==> config.mk <==
export PLATFORM = sky130hd
export DESIGN_NAME = slot_allocator_next_free_hint
export DESIGN_NICKNAME = d
export VERILOG_FILES = /design/src/rtl/sna_pkg.sv /design/src/rtl/slot_allocator_next_free_hint.sv /design/src/rtl/sna_occ_mem.sv /design/src/rtl/sna_ctrl.sv
export SDC_FILE = /design/constraint.sdc
export NUM_CORES = 1
export LEC_CHECK = 0
export BUFFER_PORTS_ARGS = -buffer_cell sky130_fd_sc_hd__buf_2
export CAP_MARGIN = 25
export CELL_PAD_IN_SITES_DETAIL_PLACEMENT = 1
export CELL_PAD_IN_SITES_GLOBAL_PLACEMENT = 2
export CORE_UTILIZATION = 47
export DETAILED_ROUTE_END_ITERATION = 8
export HOLD_SLACK_MARGIN = 0.02
export PLACE_DENSITY_LB_ADDON = 0.1
export REMOVE_ABC_BUFFERS = 1
export SYNTH_ARGS = -nofsm -noshare
export SYNTH_HDL_FRONTEND = slang
export SYNTH_SLANG_ARGS = --single-unit
==> constraint.sdc <==
create_clock -name aclk -period 12.1 [get_ports aclk]
set_input_delay 2.42 -clock aclk [delete_from_list [all_inputs] [get_ports aclk]]
set_output_delay 2.42 -clock aclk [all_outputs]
set_load 0.02 [all_outputs]
==> src/rtl/sna_pkg.sv <==
`timescale 1ns / 1ps
`default_nettype none
// ----------------------------------------------------------------------------
// sna_pkg: shared types and constants for the slot allocator
// Table geometry, request codes and the structs passed between the blocks.
// ----------------------------------------------------------------------------
package sna_pkg;

    // table geometry: occupancy kept as rows of WORD_W bits
    localparam int SLOT_COUNT = 256;
    localparam int SLOT_W     = $clog2(SLOT_COUNT);
    localparam int WORD_W     = 32;
    localparam int ROWS       = SLOT_COUNT / WORD_W;
    localparam int ROW_W      = $clog2(ROWS);
    localparam int BIT_W      = $clog2(WORD_W);

    // beat field widths
    localparam int ACT_W     = 2;
    localparam int SLOT_IN_W = 8;

    // request codes
    localparam logic [ACT_W-1:0] ACT_ADD    = 2'd0;
    localparam logic [ACT_W-1:0] ACT_REMOVE = 2'd1;
    localparam logic [ACT_W-1:0] ACT_QUERY  = 2'd2;

    // occupancy RAM read and write request
    typedef struct packed {
        logic              rd_en;
        logic [ROW_W-1:0]  rd_addr;
        logic              wr_en;
        logic [ROW_W-1:0]  wr_addr;
        logic [WORD_W-1:0] wr_data;
    } mem_req_t;

    // one result beat
    typedef struct packed {
        logic [SLOT_IN_W-1:0] slot_out;
        logic                 status;
        logic                 occupied;
    } res_t;

endpackage
`default_nettype wire

==> src/rtl/slot_allocator_next_free_hint.sv <==
`timescale 1ns / 1ps
`default_nettype none
// ----------------------------------------------------------------------------
// slot_allocator_next_free_hint: free-slot allocator with next-free hint
//
//  channel | dir | tvalid/tready | tdata             | tuser
//  s_      | in  | request beat  | [7:0] slot_in     | [1:0] action
//  m_      | out | result beat   | [7:0] slot_out,   | [0] status
//          |     |               | [8] occupied      |
//
// A request holds the sequencer from its accept in S_IDLE until the output
// register takes its result from S_RESP, where it sits in a register. An add
// also passes through S_NEXT when the following slot lies in the next
// occupancy row, and through S_FIND when the hint has to search for the
// lowest free slot. An unused request code skips the RAM and goes straight to
// S_RESP. The occupancy RAM has a registered read and is read once per step.
// Reset clears the state at once: no clearing pass. A stalled result waits
// in the output register while the next request runs.
// ----------------------------------------------------------------------------
module slot_allocator_next_free_hint
    import sna_pkg::*;
(
    input  wire logic        aclk,
    input  wire logic        aresetn,
    input  wire logic        s_tvalid,
    output logic             s_tready,
    input  wire logic [7:0]  s_tdata,   // [7:0] slot_in
    input  wire logic [1:0]  s_tuser,   // [1:0] action
    output logic             m_tvalid,
    input  wire logic        m_tready,
    output logic [15:0]      m_tdata,   // [7:0] slot_out, [8] occupied, rest zero
    output logic [0:0]       m_tuser    // [0] status
);

    mem_req_t          mem_req;
    logic [WORD_W-1:0] mem_rd_data;
    logic              res_valid;
    logic              res_ready;
    res_t              res;

    logic              m_tvalid_reg;
    res_t              m_res_reg;

    sna_occ_mem u_mem (
        .aclk    (aclk),
        .aresetn (aresetn),
        .req     (mem_req),
        .rd_data (mem_rd_data)
    );

    sna_ctrl u_ctrl (
        .aclk        (aclk),
        .aresetn     (aresetn),
        .in_valid    (s_tvalid),
        .in_ready    (s_tready),
        .in_action   (s_tuser),
        .in_slot     (s_tdata),
        .mem_req     (mem_req),
        .mem_rd_data (mem_rd_data),
        .res_valid   (res_valid),
        .res_ready   (res_ready),
        .res         (res)
    );

    // output register
    assign res_ready = !m_tvalid_reg || m_tready;

    always_ff @(posedge aclk) begin
        if (!aresetn) begin
            m_tvalid_reg <= 1'b0;
        end else if (res_valid && res_ready) begin
            m_tvalid_reg <= 1'b1;
        end else if (m_tready) begin
            m_tvalid_reg <= 1'b0;
        end
        if (res_valid && res_ready) begin
            m_res_reg <= res;
        end
    end

    assign m_tvalid = m_tvalid_reg;
    assign m_tdata  = {7'b0, m_res_reg.occupied, m_res_reg.slot_out};
    assign m_tuser  = m_res_reg.status;

    // a result handed over shows on the output next cycle
    a_res_to_out: assert property (@(posedge aclk) disable iff (!aresetn)
        res_valid && res_ready |=> m_tvalid)
        else $error("result lost on the way to the output register");

    // a result held back stays put until taken
    a_res_hold: assert property (@(posedge aclk) disable iff (!aresetn)
        res_valid && !res_ready |=> res_valid && $stable(res))
        else $error("pending result changed or dropped");

    // no new request is taken while a result is pending in the sequencer
    a_no_overlap: assert property (@(posedge aclk) disable iff (!aresetn)
        !(s_tready && res_valid))
        else $error("request accepted while a result is pending");

    // a refused add never reports a slot
    a_full_slot: assert property (@(posedge aclk) disable iff (!aresetn)
        m_tvalid && m_tuser[0] |-> (m_tdata[7:0] == 8'd0) && !m_tdata[8])
        else $error("full status with nonzero slot or occupied flag");

endmodule
`default_nettype wire

==> src/rtl/sna_occ_mem.sv <==
`timescale 1ns / 1ps
`default_nettype none
// ----------------------------------------------------------------------------
// sna_occ_mem: occupancy RAM
// One row of busy bits per address, registered read, write-first forwarding.
// Per-row valid flops make unwritten rows read as all free after reset.
// ----------------------------------------------------------------------------
module sna_occ_mem
    import sna_pkg::*;
(
    input  wire logic              aclk,
    input  wire logic              aresetn,
    input  wire mem_req_t          req,
    output logic [WORD_W-1:0]      rd_data
);

    logic [WORD_W-1:0] mem_q [ROWS];
    logic [ROWS-1:0]   row_vld_reg;
    logic [WORD_W-1:0] rd_data_reg;
    logic              rd_vld_reg;

    // storage array, no reset
    always_ff @(posedge aclk) begin
        if (req.wr_en) begin
            mem_q[req.wr_addr] <= req.wr_data;
        end
    end

    // row valid bits, cleared at reset
    always_ff @(posedge aclk) begin
        if (!aresetn) begin
            row_vld_reg <= '0;
        end else if (req.wr_en) begin
            row_vld_reg[req.wr_addr] <= 1'b1;
        end
    end

    // registered read, forwards a same-cycle write to the same row
    always_ff @(posedge aclk) begin
        if (!aresetn) begin
            rd_vld_reg <= 1'b0;
        end else if (req.rd_en) begin
            if (req.wr_en && (req.wr_addr == req.rd_addr)) begin
                rd_vld_reg <= 1'b1;
            end else begin
                rd_vld_reg <= row_vld_reg[req.rd_addr];
            end
        end
    end

    always_ff @(posedge aclk) begin
        if (req.rd_en) begin
            if (req.wr_en && (req.wr_addr == req.rd_addr)) begin
                rd_data_reg <= req.wr_data;
            end else begin
                rd_data_reg <= mem_q[req.rd_addr];
            end
        end
    end

    assign rd_data = rd_vld_reg ? rd_data_reg : '0;

endmodule
`default_nettype wire

==> src/rtl/sna_ctrl.sv <==
`timescale 1ns / 1ps
`default_nettype none
// ----------------------------------------------------------------------------
// sna_ctrl: request sequencer
// Read-modify-write of occupancy rows, hint update and free-slot search.
// Keeps one "row full" flag per row to pick the row for the search.
// ----------------------------------------------------------------------------
module sna_ctrl
    import sna_pkg::*;
(
    input  wire logic                 aclk,
    input  wire logic                 aresetn,
    input  wire logic                 in_valid,
    output logic                      in_ready,
    input  wire logic [ACT_W-1:0]     in_action,
    input  wire logic [SLOT_IN_W-1:0] in_slot,
    output mem_req_t                  mem_req,
    input  wire logic [WORD_W-1:0]    mem_rd_data,
    output logic                      res_valid,
    input  wire logic                 res_ready,
    output res_t                      res
);

    typedef enum logic [2:0] {
        S_IDLE,
        S_LOOK,
        S_NEXT,
        S_FIND,
        S_RESP
    } state_t;

    state_t               state_reg, state_next;
    logic [ACT_W-1:0]     act_reg, act_next;
    logic [SLOT_IN_W-1:0] slot_reg, slot_next;
    logic [SLOT_W-1:0]    hint_reg, hint_next;
    logic [ROWS-1:0]      full_reg, full_next;
    logic [ROW_W-1:0]     srch_row_reg, srch_row_next;
    res_t                 res_reg, res_next;

    logic [SLOT_W-1:0]    tgt;
    logic [ROW_W-1:0]     tgt_row;
    logic [BIT_W-1:0]     tgt_bit;
    logic [WORD_W-1:0]    tgt_mask;
    logic [WORD_W-1:0]    set_word;
    logic [ROWS-1:0]      full_upd;
    logic [ROWS-1:0]      srch_src;
    logic [ROW_W:0]       srch_hit;
    logic                 in_range;
    logic                 not_top;
    logic                 bit_last;
    logic [SLOT_W-1:0]    in_idx;

    // lowest clear bit of a row
    function automatic logic [BIT_W-1:0] first_zero(input logic [WORD_W-1:0] w);
        logic [BIT_W-1:0] p;
        p = '0;
        for (int i = WORD_W - 1; i >= 0; i--) begin
            if (!w[i]) p = BIT_W'(i);
        end
        return p;
    endfunction

    // lowest row that is not full, with a found flag on top
    function automatic logic [ROW_W:0] first_open(input logic [ROWS-1:0] f);
        logic [ROW_W:0] r;
        r = '0;
        for (int i = ROWS - 1; i >= 0; i--) begin
            if (!f[i]) r = {1'b1, ROW_W'(i)};
        end
        return r;
    endfunction

    // slot addressed by the current request
    assign in_idx   = SLOT_W'(in_slot);
    assign tgt      = (act_reg == ACT_ADD) ? hint_reg : SLOT_W'(slot_reg);
    assign tgt_row  = tgt[SLOT_W-1:BIT_W];
    assign tgt_bit  = tgt[BIT_W-1:0];
    assign tgt_mask = WORD_W'(1) << tgt_bit;
    assign set_word = mem_rd_data | tgt_mask;
    assign in_range = (32'(slot_reg) < SLOT_COUNT);
    assign not_top  = (32'(hint_reg) != SLOT_COUNT - 1);
    assign bit_last = (tgt_bit == BIT_W'(WORD_W - 1));

    // full flags after granting the hint slot
    always_comb begin
        full_upd          = full_reg;
        full_upd[tgt_row] = &set_word;
    end

    assign srch_src = (state_reg == S_LOOK) ? full_upd : full_reg;
    assign srch_hit = first_open(srch_src);

    // next-state and datapath
    always_comb begin
        state_next    = state_reg;
        act_next      = act_reg;
        slot_next     = slot_reg;
        hint_next     = hint_reg;
        full_next     = full_reg;
        srch_row_next = srch_row_reg;
        res_next      = res_reg;
        mem_req       = '0;

        unique case (state_reg)
            S_IDLE: begin
                if (in_valid) begin
                    act_next          = in_action;
                    slot_next         = in_slot;
                    res_next.slot_out = in_slot;
                    res_next.status   = 1'b0;
                    res_next.occupied = 1'b0;
                    case (in_action) inside
                        ACT_ADD: begin
                            mem_req.rd_en   = 1'b1;
                            mem_req.rd_addr = hint_reg[SLOT_W-1:BIT_W];
                            state_next      = S_LOOK;
                        end
                        ACT_REMOVE, ACT_QUERY: begin
                            mem_req.rd_en   = 1'b1;
                            mem_req.rd_addr = in_idx[SLOT_W-1:BIT_W];
                            state_next      = S_LOOK;
                        end
                        default: begin
                            state_next = S_RESP;
                        end
                    endcase
                end
            end

            S_LOOK: begin
                state_next = S_RESP;
                case (act_reg)
                    ACT_ADD: begin
                        if (mem_rd_data[tgt_bit]) begin
                            // table full: refuse, no change
                            res_next.slot_out = '0;
                            res_next.status   = 1'b1;
                        end else begin
                            mem_req.wr_en     = 1'b1;
                            mem_req.wr_addr   = tgt_row;
                            mem_req.wr_data   = set_word;
                            full_next         = full_upd;
                            res_next.slot_out = SLOT_IN_W'(hint_reg);
                            if (not_top && !bit_last &&
                                !set_word[BIT_W'(tgt_bit + BIT_W'(1))]) begin
                                hint_next = hint_reg + SLOT_W'(1);
                            end else if (not_top && bit_last) begin
                                // following slot sits in the next row
                                mem_req.rd_en   = 1'b1;
                                mem_req.rd_addr = tgt_row + ROW_W'(1);
                                state_next      = S_NEXT;
                            end else if (srch_hit[ROW_W]) begin
                                mem_req.rd_en   = 1'b1;
                                mem_req.rd_addr = srch_hit[ROW_W-1:0];
                                srch_row_next   = srch_hit[ROW_W-1:0];
                                state_next      = S_FIND;
                            end
                        end
                    end
                    ACT_REMOVE: begin
                        if (in_range) begin
                            mem_req.wr_en      = 1'b1;
                            mem_req.wr_addr    = tgt_row;
                            mem_req.wr_data    = mem_rd_data & ~tgt_mask;
                            full_next[tgt_row] = 1'b0;
                            hint_next          = tgt;
                        end
                    end
                    ACT_QUERY: begin
                        res_next.occupied = in_range & mem_rd_data[tgt_bit];
                    end
                    default: begin
                    end
                endcase
            end

            S_NEXT: begin
                state_next = S_RESP;
                if (!mem_rd_data[0]) begin
                    hint_next = hint_reg + SLOT_W'(1);
                end else if (srch_hit[ROW_W]) begin
                    mem_req.rd_en   = 1'b1;
                    mem_req.rd_addr = srch_hit[ROW_W-1:0];
                    srch_row_next   = srch_hit[ROW_W-1:0];
                    state_next      = S_FIND;
                end
            end

            S_FIND: begin
                hint_next  = {srch_row_reg, first_zero(mem_rd_data)};
                state_next = S_RESP;
            end

            S_RESP: begin
                if (res_ready) begin
                    state_next = S_IDLE;
                end
            end

            default: begin
                state_next = S_IDLE;
            end
        endcase
    end

    // state and registered outputs
    always_ff @(posedge aclk) begin
        if (!aresetn) begin
            state_reg <= S_IDLE;
            hint_reg  <= '0;
            full_reg  <= '0;
        end else begin
            state_reg <= state_next;
            hint_reg  <= hint_next;
            full_reg  <= full_next;
        end
        act_reg      <= act_next;
        slot_reg     <= slot_next;
        srch_row_reg <= srch_row_next;
        res_reg      <= res_next;
    end

    assign in_ready  = (state_reg == S_IDLE);
    assign res_valid = (state_reg == S_RESP);
    assign res       = res_reg;

endmodule
`default_nettype wire
# [Word level (Yosys, flattened, before mapping)]
# Memories as Yosys holds them, arrays and structs flattened. A register that Yosys moved wholly into a read port is not among the register bits.
# Cells that the tools add are included.
# W data, S select, Z words.
[word_totals] ff_bits=62 latchBits=0 ram_bits=256 mem_bits_ro=0 inputBits=14 out_inout_bits=19 elab_cells=189 mem_count=1
[classes] addsub=3 mul=0 div=0 order_cmp=7 eq_ne=25 shifts=1 mux=102 bitwise=6 reduce_logical=29
[memory_table] memory="u_mem.mem_q" words=8 width=32 rd=1 rd_ports_with_merged_regs=1 wr=1 line_no="sna_occ_mem.sv:17" text="logic [WORD_W-1:0] mem_q [ROWS];"
[ops] operator="$mux W5" n=32
[ops] operator="$pmux W36 S2" n=1
[ops] operator="$mux W4" n=16
[ops] operator="$mux W8" n=7
[ops] operator="$mux W3" n=16
[ops] operator="$mux W40" n=1
[ops] operator="$mux W36" n=1
[ops] operator="$and A32 B32 Y32" n=1
[ops] operator="$mux W32" n=1
[ops] operator="$not A32 Y32" n=1
[ops] operator="$or A32 B32 Y32" n=1
[ops] operator="$pmux W8 S2" n=2
[ops] operator="$reduce_and A32 Y1" n=1
[ops] operator="$shl A1 B5 Y32 const A" n=1
[ops] operator="$pmux W8 S3" n=1
[ops] operator="$pmux W10 S2" n=1
[ops] operator="$ne A2 B2 Y1 const B" n=8
[ops] operator="$pmux W3 S5" n=1
[ops] operator="$lt A3 B4 Y1 const B" n=3
[ops] operator="$lt A5 B6 Y1 const B" n=2
[ops] operator="$mux W1" n=12
[ops] operator="$pmux W4 S3" n=1
[ops] operator="$bmux W1 S5" n=2
[ops] operator="$mux W10" n=1
[ops] operator="other kinds (36)" n=59

# [Logic depth before layout (Yosys ltp)]
[logic_depth] ltp_word=34 ltp_mapped=21 ltp_nobuf=15

# [Modules after synthesis]
# Synthesis repeated with hierarchy kept, for this count alone.
[hier_totals] cells_unflattened=1288 hier_area_um2=17643.2
[by_module_without_submodules] module="sna_occ_mem" instances=1 cells_each=513 area_per_inst_um2=11748.8 seq_area_each_um2=8828.5
[by_module_without_submodules] module="sna_ctrl" instances=1 cells_each=752 area_per_inst_um2=5480.3 seq_area_each_um2=1071.0
[by_module_without_submodules] module="slot_allocator_next_free_hint" instances=1 cells_each=23 area_per_inst_um2=414.1 seq_area_each_um2=320.3

# [Worst setup path before layout]
# No wires, ideal clock.
[synth_path] kind="register to register" startpoint="register u_ctrl.act_reg[1]" endpoint="register u_ctrl.full_reg[7]" setup_ns=0.118 arrival_ns=5.637 t_required_ns=11.982 setup_slack_ns=6.344 path_stages_with_launch=16 n_path_buf=3 synth_period_minus_slack_ns=5.756 cell_sequence="edfxtp_1 -> clkbuf_1 -> or4b_1 -> o21ai_1 -> clkbuf_1 -> a222oi_1 -> o211ai_1 -> nand4_1 -> o221ai_1 -> clkbuf_1 -> nand2_1 -> o21ai_0 -> nand2_1 -> nor3_1 -> mux2i_1 -> nor2b_1"
[synth_via] elab_chain_cells=9 word_cells_on_any_way=21 cone_classes="order compare (2); eq/ne (2); shift (1); mux (8); bitwise (3); reduce/logical (5)"
[synth_rtl] element="start: declaration" line_no="sna_ctrl.sv:33" text="logic [ACT_W-1:0] act_reg, act_next;"
[synth_rtl] element="start signal: assignment" line_no="sna_ctrl.sv:217" text="act_reg <= act_next;"
[synth_rtl] element="$logic_not A2 Y1" line_no="sna_ctrl.sv:75, sna_ctrl.sv:132"
[synth_rtl] element="$mux W8" line_no="sna_ctrl.sv:75" text="assign tgt = (act_reg == ACT_ADD) ? hint_reg : SLOT_W'(slot_reg);"
[synth_rtl] element="$lt A3 B4 Y1 (implied by the code) or $ge A3 B1 Y1 (tied branches)" line_no="sna_ctrl.sv:87, sna_ctrl.sv:165"
[synth_rtl] element="$logic_and A1 B1 Y1 (implied by the code)" line_no="sna_ctrl.sv:87, sna_ctrl.sv:165"
[synth_rtl] element="$mux W1 (implied by the code)" line_no="sna_ctrl.sv:87, sna_ctrl.sv:165"
[synth_rtl] element="$demux W1 S3"
[synth_rtl] element="$bwmux W8 or $not A8 Y8 (tied branches)"
[synth_rtl] element="$mux W8 or $and A8 B8 Y8 (tied branches)"
[synth_rtl] element="$pmux W8 S2" line_no="sna_ctrl.sv:132" text="case (act_reg)"
[synth_rtl] element="end signal: assignment" line_no="sna_ctrl.sv:215" text="full_reg <= full_next;"
[synth_rtl] element="end: declaration" line_no="sna_ctrl.sv:36" text="logic [ROWS-1:0] full_reg, full_next;"
# Parallel ways exist; a longest one is shown, timed or not. The select of a mux whose other input is x is not followed.
# A chain may end at the register's enable or synchronous reset.

# [Worst setup path in the final report]
[layout_path] startpoint="register u_ctrl.act_reg[0]" endpoint="register u_mem.rd_data_reg[18] (read register of u_mem.mem_q), data pin"
[layout_via] elab_chain_cells=22 word_cells_on_any_way=39 cone_classes="add/sub (2); order compare (2); eq/ne (1); shift (1); mux (24); bitwise (1); reduce/logical (8)"
[layout_rtl] element="$logic_not A2 Y1 *" line_no="sna_ctrl.sv:75, sna_ctrl.sv:132"
[layout_rtl] element="$mux W8" line_no="sna_ctrl.sv:75"
[layout_rtl] element="$lt A3 B4 Y1 (implied by the code) or $ge A3 B1 Y1 (tied branches)" line_no="sna_ctrl.sv:87" text="full_upd[tgt_row] = &set_word;"
[layout_rtl] element="$logic_and A1 B1 Y1 (implied by the code)" line_no="sna_ctrl.sv:87"
[layout_rtl] element="$mux W1 (implied by the code)" line_no="sna_ctrl.sv:87"
[layout_rtl] element="$demux W1 S3"
[layout_rtl] element="$bwmux W8" line_no="sna_ctrl.sv:87"
[layout_rtl] element="$mux W8" line_no="sna_ctrl.sv:90" text="assign srch_src = (state_reg == S_LOOK) ? full_upd : full_reg;"
[layout_rtl] element="$mux W4 (8 in series)" line_no="sna_ctrl.sv:68" text="if (!f[i]) r = {1'b1, ROW_W'(i)};"
[layout_rtl] element="$mux W4" line_no="sna_ctrl.sv:152, sna_ctrl.sv:181"
[layout_rtl] element="$mux W4" line_no="sna_ctrl.sv:147" text="end else if (not_top && bit_last) begin"
[layout_rtl] element="$mux W4" line_no="sna_ctrl.sv:144" text="if (not_top && !bit_last &&"
[layout_rtl] element="$mux W40" line_no="sna_ctrl.sv:134" text="if (mem_rd_data[tgt_bit]) begin"
[layout_rtl] element="$mux W4" line_no="sna_ctrl.sv:132"
[layout_rtl] element="$pmux W4 S3 *" line_no="sna_ctrl.sv:104" text="unique case (state_reg)"
[layout_rtl] element="end: declaration" line_no="sna_occ_mem.sv:19" text="logic [WORD_W-1:0] rd_data_reg;"
# Mark *: on every way between the ends. The rest lies on a longest branch, timed or not. The select of a mux whose other input is x is not followed.

==> impl_metrics.csv <==
group,metric,value,unit
drt,vias,12430,
critical_path,path_cells,"buf_4 > nor2_2 > a21boi_1 > inv_1 > o31ai_1 > o21ai_0 > nor4_1 > nand4_1 > a21oi_1 > o21ai_1 > o221a_2 > buf_4 > nand2_2 > o22ai_1 > a211oi_1 > a21oi_1",
drt,wire_per_inst,27.08,um
global_route,grt_pass1_wl,79120,um
clocking,clk_pin_slew,0.06,ns
clocking,ctsHoldBuffers,0,
yosys,ys_seq_elements,350,
critical_path,end_kind,"flop",
drt,dr.pass1.iters,8,
die,rows,69,
placed_design,gp_congestion,0.9958,
clocking,cts_sinks,350,
critical_path,crit_path_max_fanout,69,
final_layout,fin_area,18770,um^2
final_layout,drive_gt1_frac,0.1003,
critical_path,cp_top_family,"compound AO/OA/AOI/OAI gates",
drt,drt-initial-drc-count,1228,
critical_path,cp_num_buf_inv,3,
timing,holdWs,0.4199,ns
yosys,synth_edf_count,321,
yosys,synth_area_leader_cell,"edfxtp_1",
global_route,antenna_found_initial,0,
timing,tightest_slew,1.091,ns
yosys,async_flop_share,0,
final_layout,area_growth,11.08,%
final_layout,num-nets-final,1477,
yosys,ys_warn_count,0,
clocking,cts-root-buf,"clkbuf_16",
yosys,synth.area.top_cells,"edfxtp_1 (57%), mux2i_1 (7.0%), dfxtp_1 (3.4%), a21oi_1 (3.4%), nand2_1 (3.3%)",
timing,rsz0062_at_grt,"no",
timing,fin_crit_sh,0.5438,
critical_path,critical_path_required,12.39,ns
worst_hold_path,whs_path_depth,0,
critical_path,max_stage_delay,0.86,ns
clocking,numCtsBuffers,39,
clocking,cts_resized,0,
clocking,htreeDepth,2,
yosys,netlist.area_leader.share,0.5704,
timing,slew_violations,0,
run_status,status,"completed",
clocking,cts_tree,"built",
global_route,track_usage,0.2915,
critical_path,arrival,6.87,ns
die,core,35480,um^2
yosys,syn-cell-area,16900,um^2
die,dieArea,36720,um^2
pwr,power-per-cell-area,151.5,nW/um^2
drt,wl_met3,2623,um
global_route,grt_overflow,0,
final_layout,fillerInstances,3647,
critical_path,rrSetupSlack,5.52,ns
critical_path,worstSetupPathDepth,16,
critical_path,critPathKind,"flop to flop",
worst_hold_path,min_path_type,"flop to flop",
die,ios,33,
yosys,synth.most_common_cell,"edfxtp_1",
die,fp.dieW,191.6,um
yosys,synth_seq_area_share,0.6048,
yosys,synth.distinct_cells,80,
timing,tns,0,ns
timing,clock.fmax,152.0,MHz
drt,m1WireLength,23830,um
yosys,synthTopCellsByCount,"edfxtp_1 (321), nand2_1 (150), mux2i_1 (118)",
timing,fin_crit,6.580,ns
global_route,grt_pass1_vias,12400,
critical_path,cp_slowest_cell,"a21boi_1",
pwr,leakagePower,6.714,nW
pwr,peakVddDrop,0.1317,mV
drt,drc_errors,0,
placed_design,dp_hpwl,33810,um
timing,hold_viol,0,
placed_design,io_buffer_count,25,
yosys,ys.flop_type,"edfxtp_1",
critical_path,start_kind,"flop",
run,maxCapViolations,0,
timing,finalSetupViolCount,0,
drt,routed_via_density,6.387,
drt,wl_met2,24860,um
drt,detail-route-antenna-nets,0,
clocking,clock_path_buffers,3,
die,start_util,0.4763,
clocking,clock_latency,0.56,ns
final_layout,register_area,10220,um^2
timing,max_slew_margin,0.2540,
timing,finClkSkew,0.02519,ns
global_route,grt_max_degree,114,
placed_design,dpl-instance-area,17540,um^2
final_layout,multiInputGateArea,6237,um^2
final_layout,diodes,0,
clocking,cts_setup_buffers,0,
die,die_h,191.6,um
final_layout,largest_reg_flops,256,
critical_path,r2r_cells,16,
yosys,synth_cells,1456,
drt,top_layer_used,"met4",
yosys,avgSynthCellArea,11.61,um^2
drt,postRouteWirelength,52710,um
-- final timing paths --
path,to,startpoint
max,u_mem.rd_data_reg[18],u_ctrl.act_reg[0]
min,m_tdata[6],u_ctrl.res[8]
max reg2reg,u_mem.rd_data_reg[18],u_ctrl.act_reg[0]
min reg2reg,m_tdata[6],u_ctrl.res[8]
-- layout by cell type (no fill, tap or decap), drive strengths merged, types with 7 or more instances in the layout --
master  instances
a211oi         37
a21boi          8
a21oi         115
a222oi          8
a22oi          40
a31oi          35
and2           13
and3           16
buf            57
clkbuf         45
clkinv         19
conb            7
dfxtp          29
edfxtp        321
ha              7
inv            33
mux2i         118
nand2         150
nand2b         15
nand3          30
nand4           7
nor2          112
nor3           17
nor4            9
o211ai         11
o21a           13
o21ai          49
o22ai          41
o31ai          10
xnor2           8
-- stage by stage --
stage	total power, W	utilization	setup slack [ns]	instances
finish	0.002844	0.5290	5.520	1946
global route	0.002926	0.5290	5.181	1946
CTS	0.002860	0.5290	5.595	1946
detailed placement	0.001708	0.4942	5.612	1876
global placement	0.001704	0.4942	5.829	1876
floorplan	0.001583	-	4.109	1358
-- where the power goes --
part | switching, W | total [W] | internal [W] | leakage [nW]
Combinational | 0.000214 | 0.000305 | 0.0000908 | 3.23
Clock | 0.000483 | 0.00115 | 0.000670 | 0.598
Sequential | 0.0000375 | 0.00139 | 0.00135 | 2.89
-- area by class of cell --
cell class | instances | share of cell area
multi-input combinational | 975 | 0.3323
tap | 461 | 0.03073
sequential | 350 | 0.5445
inverter | 33 | 0.006599
clock inverter | 25 | 0.01153
clock buffer | 45 | 0.05426
timing repair buffer | 57 | 0.02013
-- layer usage --
metal | GRT usage | up-vias
met4 | 0.09127 | 0
li1 | - | 5590
met3 | 0.03800 | 94
met5 | 0 | -
met1 | 0.4047 | 6354
met2 | 0.4752 | 391
-- worst register-to-register path: stages, from the launching register on --
cell and delay [ns]:
edfxtp_1 0.34, buf_4 0.30, nor2_2 0.23, a21boi_1 0.87
inv_1 0.62, o31ai_1 0.40, o21ai_0 0.28, nor4_1 0.56
nand4_1 0.32, a21oi_1 0.24, o21ai_1 0.11, o221a_2 0.31
buf_4 0.35, nand2_2 0.80, o22ai_1 0.22, a211oi_1 0.32
a21oi_1 0.07
-- cell families (layout without fill, tap and decap cells) --
kind of cell	count (synthesis)	in the layout	share of synthesized area
adders and majority gates	7	7	0.005183
other	1	7	0.0002219
DFF	350	350	0.6048
buffers and inverters	137	160	0.03391
and+or+nand+nor	406	406	0.1131
muxes	122	122	0.07256
AOI/OAI and AO/OA	423	423	0.1650
xor gates and xnor gates	10	10	0.005183
Note: power is estimated with default switching activity, not from simulation.
